===== src/ccpt_pkg.sv =====
// Shared constants, types and codes for the caller/callee profile table.
package ccpt_pkg;

  localparam int NumFuncs     = 1024;
  localparam int OverflowSlot = 7;
  localparam int SlotsPerRow  = OverflowSlot + 1;
  localparam int RowW         = $clog2(NumFuncs);
  localparam int SlotW        = $clog2(SlotsPerRow);
  localparam int DataAw       = RowW + SlotW;
  localparam int DataDepth    = 1 << DataAw;

  localparam int ReqW     = 2;
  localparam int IdxW     = 10;
  localparam int TsW      = 64;
  localparam int CntW     = 32;
  localparam int RdSlotW  = 3;
  localparam int StatusW  = 3;
  localparam int ApbAw    = 2;
  localparam int ApbDw    = 32;

  localparam logic [ApbAw-1:0] AddrEnable = '0;

  typedef enum logic [ReqW-1:0] {
    REQ_ENTER = 2'd0,
    REQ_EXIT  = 2'd1,
    REQ_READ  = 2'd2,
    REQ_CLEAR = 2'd3
  } req_e;

  typedef enum logic [StatusW-1:0] {
    ST_MATCH    = 3'd0,
    ST_CLAIM    = 3'd1,
    ST_OVERFLOW = 3'd2,
    ST_IGNORED  = 3'd3,
    ST_DONE     = 3'd4
  } status_e;

  typedef enum logic [1:0] {
    OK_EVENT,
    OK_READ,
    OK_IGNORED,
    OK_CLEAR
  } outk_e;

  typedef enum logic [3:0] {
    S_INIT,
    S_IDLE,
    S_RD_ROW,
    S_SEARCH,
    S_RD_SLOT,
    S_CALC,
    S_WRITE,
    S_CLEAR,
    S_FINISH
  } state_e;

  typedef struct packed {
    logic [SlotsPerRow-1:0]           touched;
    logic [SlotsPerRow-1:0][IdxW-1:0] parent;
  } row_t;

  typedef struct packed {
    logic [CntW-1:0] count;
    logic [TsW-1:0]  pending;
    logic [TsW-1:0]  total;
  } slot_data_t;

  typedef struct packed {
    logic  accept;
    logic  sweep;
    logic  rd_row;
    logic  search;
    logic  rd_slot;
    logic  calc;
    logic  write;
    logic  load_out;
    outk_e kind;
  } ccpt_cmd_t;

  typedef struct packed {
    logic is_clear;
    logic is_read;
    logic ev_ok;
    logic exit_claim;
    logic sweep_last;
    logic out_free;
  } ccpt_stat_t;

endpackage


===== src/ccpt_ctrl.sv =====
// Sequencing state machine for the caller/callee profile table.
module ccpt_ctrl (
  input  logic                clk_i,
  input  logic                rst_ni,
  input  logic                in_valid_i,
  output logic                in_stall_o,
  input  ccpt_pkg::ccpt_stat_t stat_i,
  output ccpt_pkg::ccpt_cmd_t  cmd_o
);
  import ccpt_pkg::*;

  state_e state_q, state_d;
  outk_e  kind_q, kind_d;

  always_ff @(posedge clk_i or negedge rst_ni) begin
    if (!rst_ni) begin
      state_q <= S_INIT;
      kind_q  <= OK_CLEAR;
    end else begin
      state_q <= state_d;
      kind_q  <= kind_d;
    end
  end

  always_comb begin
    state_d    = state_q;
    kind_d     = kind_q;
    cmd_o      = '0;
    cmd_o.kind = kind_q;
    in_stall_o = 1'b1;
    case (state_q)
      S_INIT: begin
        cmd_o.sweep = 1'b1;
        if (stat_i.sweep_last) state_d = S_IDLE;
      end
      S_IDLE: begin
        in_stall_o = 1'b0;
        if (in_valid_i) begin
          cmd_o.accept = 1'b1;
          state_d      = S_RD_ROW;
        end
      end
      S_RD_ROW: begin
        cmd_o.rd_row = 1'b1;
        if (stat_i.is_clear) begin
          state_d = S_CLEAR;
        end else if (!stat_i.is_read && !stat_i.ev_ok) begin
          kind_d  = OK_IGNORED;
          state_d = S_FINISH;
        end else begin
          state_d = S_SEARCH;
        end
      end
      S_SEARCH: begin
        cmd_o.search = 1'b1;
        if (stat_i.exit_claim) begin
          kind_d  = OK_IGNORED;
          state_d = S_FINISH;
        end else begin
          state_d = S_RD_SLOT;
        end
      end
      S_RD_SLOT: begin
        cmd_o.rd_slot = 1'b1;
        state_d       = S_CALC;
      end
      S_CALC: begin
        cmd_o.calc = 1'b1;
        if (stat_i.is_read) begin
          kind_d  = OK_READ;
          state_d = S_FINISH;
        end else begin
          state_d = S_WRITE;
        end
      end
      S_WRITE: begin
        cmd_o.write = 1'b1;
        kind_d      = OK_EVENT;
        state_d     = S_FINISH;
      end
      S_CLEAR: begin
        cmd_o.sweep = 1'b1;
        if (stat_i.sweep_last) begin
          kind_d  = OK_CLEAR;
          state_d = S_FINISH;
        end
      end
      S_FINISH: begin
        if (stat_i.out_free) begin
          cmd_o.load_out = 1'b1;
          state_d        = S_IDLE;
        end
      end
      default: state_d = S_INIT;
    endcase
  end

endmodule


===== config.mk =====
export PLATFORM = sky130hd
export DESIGN_NAME = ccpt_ctrl
export DESIGN_NICKNAME = d
export VERILOG_FILES = /design/src/ccpt_pkg.sv /design/src/ccpt_ctrl.sv
export SDC_FILE = /design/constraint.sdc
export NUM_CORES = 1
export LEC_CHECK = 0
export BUFFER_PORTS_ARGS = -buffer_cell sky130_fd_sc_hd__buf_2
export CAP_MARGIN = 30
export CORE_AREA = 2 2 39 41
export DETAILED_ROUTE_END_ITERATION = 12
export DIE_AREA = 0 0 41 43
export PLACE_DENSITY = 0.77
export SLEW_MARGIN = 15
export SYNTH_ARGS = -nofsm -noshare
export SYNTH_HDL_FRONTEND = slang
export SYNTH_SLANG_ARGS = --single-unit

===== constraint.sdc =====
create_clock -name clk_i -period 2 [get_ports clk_i]
set_input_delay 0.1 -clock clk_i [delete_from_list [all_inputs] [get_ports clk_i]]
set_output_delay 0.1 -clock clk_i [all_outputs]
set_load 0.005 [all_outputs]

==> impl_metrics.toml <==
[die]
rows = 14
initial_core_util = 0.363
ios = 20
die-area_mm2 = 0.00176
fp.dieW_um = 41
die_y_um = 43
coreArea_mm2 = 0.00138

[layout]
fillers = 150
nNetsFinal = 94
drive_above_1_share = 0.321
antenna_cells = 0
layout_commonest_cell = "buf_2"
multi_input_area_um2 = 304
syn2layout_area_growth_pct = 25.4
seqCellArea_um2 = 153
final_cell_mix = "19 x buf_2, 10 x nor2_1, 7 x a21oi_1, 5 x nand2b_1"

[global_routing]
grtUsageTotal = 0.171
grt_pass1_wl_um = 1990
grt_remaining_overflow = 0
grt_max_degree = 20
grt_pass1_vias = 440
antenna_found_initial = 0

[timing]
setup_viol = 0
rsz0062_at_grt = "no"
slew_viol_final = 0
finalClockSkew_ps = 9.88
fin_crit_sh = 0.909
fin_crit_ps = 1820
fmax_ghz = 0.550
worst_pin_slew_ps = 487
relSlewSlack = 0.676
holdWs_ps = 63.6
final-hold-violation-count = 0
setup_tns_ps = 0

[cts]
clockRootBuffer = "clkbuf_4"
clk-insertion-delay-late_ps = 250
clkSlewWorstSetupHoldPaths_ps = 50
cts_buffer_depth = 2
cts_buffers = 3
htree_levels = 1
clock_sinks = 6
cts_tree = "done"
cts_resized = 0

[yosys]
synth_seq_cells = 6
syn_nets = 73
syn_inst = 64
yosysWarnings = 0
synth_area_per_cell_um2 = 7.86
yosysSeqAreaShare = 0.303
syn_area_um2 = 503
synth_cell_type_count = 26

[worst_setup_path]
cp_slowest_stage_delay_ps = 640
path_delay_family = "flip-flops"
arrival_ps = 1950
cp_cell_sequence = "or3b_1 -> a211oi_2 -> a21oi_1 -> mux2_1"
slowest_stage = "dfrtp_1"
cp.depth = 4
worst-r2r-cell-count = 4
path_max_fanout = 19
critPathBufInv = 0
setup.worst_path.class = "reg2reg"
worstSetupStartpointType = "register"
cp.required_ps = 2130
crit_path_end_kind = "register"

[drt]
vias = 518
viasPerCell = 5.18
finalWirelength_um = 1210
route.detailed.drc = 0
wl_per_cell_um = 12.1
ant_nets = 0
top_layer = "met3"
routed-wl-met2_um = 608
dr.first_iter.drc_count = 12
dr_wl_met3_um = 64
wirelength_met1_um = 537
firstDrtPassIters = 4

[job]
drv_cap = 0

[power_and_ir_drop]
p_leak_uw = 0.000316
powerDensity_mw_per_mm2 = 1380
power_switching_share = 0.435
p_int_uw = 493
pwr-share-comb = 0.514
ir_drop_mv = 0.517
clockPowerShare = 0.141
seq_power_share = 0.344
p_switching_uw = 380

[placed_design]
io_buffer_count = 19
dp_hpwl_um = 914
gp_congestion = 0.830

[hold_path]
hold_path.class = "in2reg"
hold-path-cell-count = 2

[run_status]
status = "finished, final reports clean"
-- power by group through the flow --
stage | Combinational [uW] | Clock, uW | Sequential, uW
CTS | 453 | 130 | 299
global placement | 439 | 0 | 296
global route | 507 | 139 | 319
finish | 449 | 123 | 301
floorplan | 415 | 0 | 217
detailed placement | 448 | 0 | 302
-- repair_timing --
item | 4_1_cts | 5_1_grt
hold buffers | 1 | 0
endpoints found under the hold margin | 6 | 0
setup buffers | 0 | 0
setup endpoints to repair | 0 | 0
-- path summary, 6_finish.rpt --
kind / from / to / slack, ps
max in group asynchronous: rst_ni / kind_q[0] / 1560
min in group asynchronous: rst_ni / state_q[0] / 210
worst max-delay path: state_q[0] / state_q[1] / 180
worst max register to register: state_q[0] / state_q[1] / 180
worst min-delay path: stat_i[0] / state_q[3] / 60
worst min register to register: kind_q[1] / kind_q[1] / 470
-- through the flow --
step | total power [uW] | instances | setup WS [ps] | area [um^2] | utilization
2_1_floorplan | 632 | 64 | 425 | 503 | -
6_report | 873 | 100 | 182 | 631 | 0.456
4_1_cts | 882 | 100 | 182 | 631 | 0.456
3_3_place_gp | 735 | 95 | 232 | 594 | 0.429
3_5_place_dp | 750 | 95 | 190 | 594 | 0.429
5_1_grt | 965 | 100 | 85.3 | 631 | 0.456
-- synth_stat cells --
cell type,count,area share
a2111o_1,1,0.022
a211oi_2,1,0.025
a21o_1,1,0.015
a21oi_1,7,0.070
a31oi_1,2,0.025
and2_1,1,0.012
and3_1,1,0.012
buf_2,4,0.040
buf_6,1,0.022
dfrtp_1,4,0.20
dfstp_2,2,0.10
inv_1,4,0.030
mux2_1,3,0.067
mux2i_1,1,0.020
nand2_1,3,0.022
nand2b_1,5,0.062
nand3_1,1,0.0099
nor2_1,10,0.075
nor3_1,2,0.020
o21a_1,1,0.015
o21ai_0,1,0.0099
o22ai_1,2,0.025
or3_1,2,0.025
or3b_1,2,0.035
or3b_2,1,0.017
or4b_1,1,0.020
-- area by class of cell --
cell class,instances,area share
multi-input combinational,49,0.482
timing repair buffer,21,0.179
sequential,6,0.242
inverter,4,0.0238
tap,16,0.0317
clock buffer,4,0.0417
-- registers in the layout, summed over array words and instances, names as in the netlist --
| signal | count |
|---|---|
| state_q | 4 |
| kind_q | 2 |
-- kinds of logic (layout without fill, tap and decap cells) --
logic type	Yosys count	in the layout	share of synthesized area
compound gates	16	16	0.206
buf+inv	9	29	0.0920
flops	6	6	0.303
mux	4	4	0.0871
simple gates	29	29	0.311
-- layer usage --
layer,GRT usage,vias to the layer above
met3,0.0628,0
met4,0.0800,0
met5,0,-
met1,0.241,240
li1,-,265
met2,0.225,13
No activity file was read; power rests on OpenSTA's default activity.
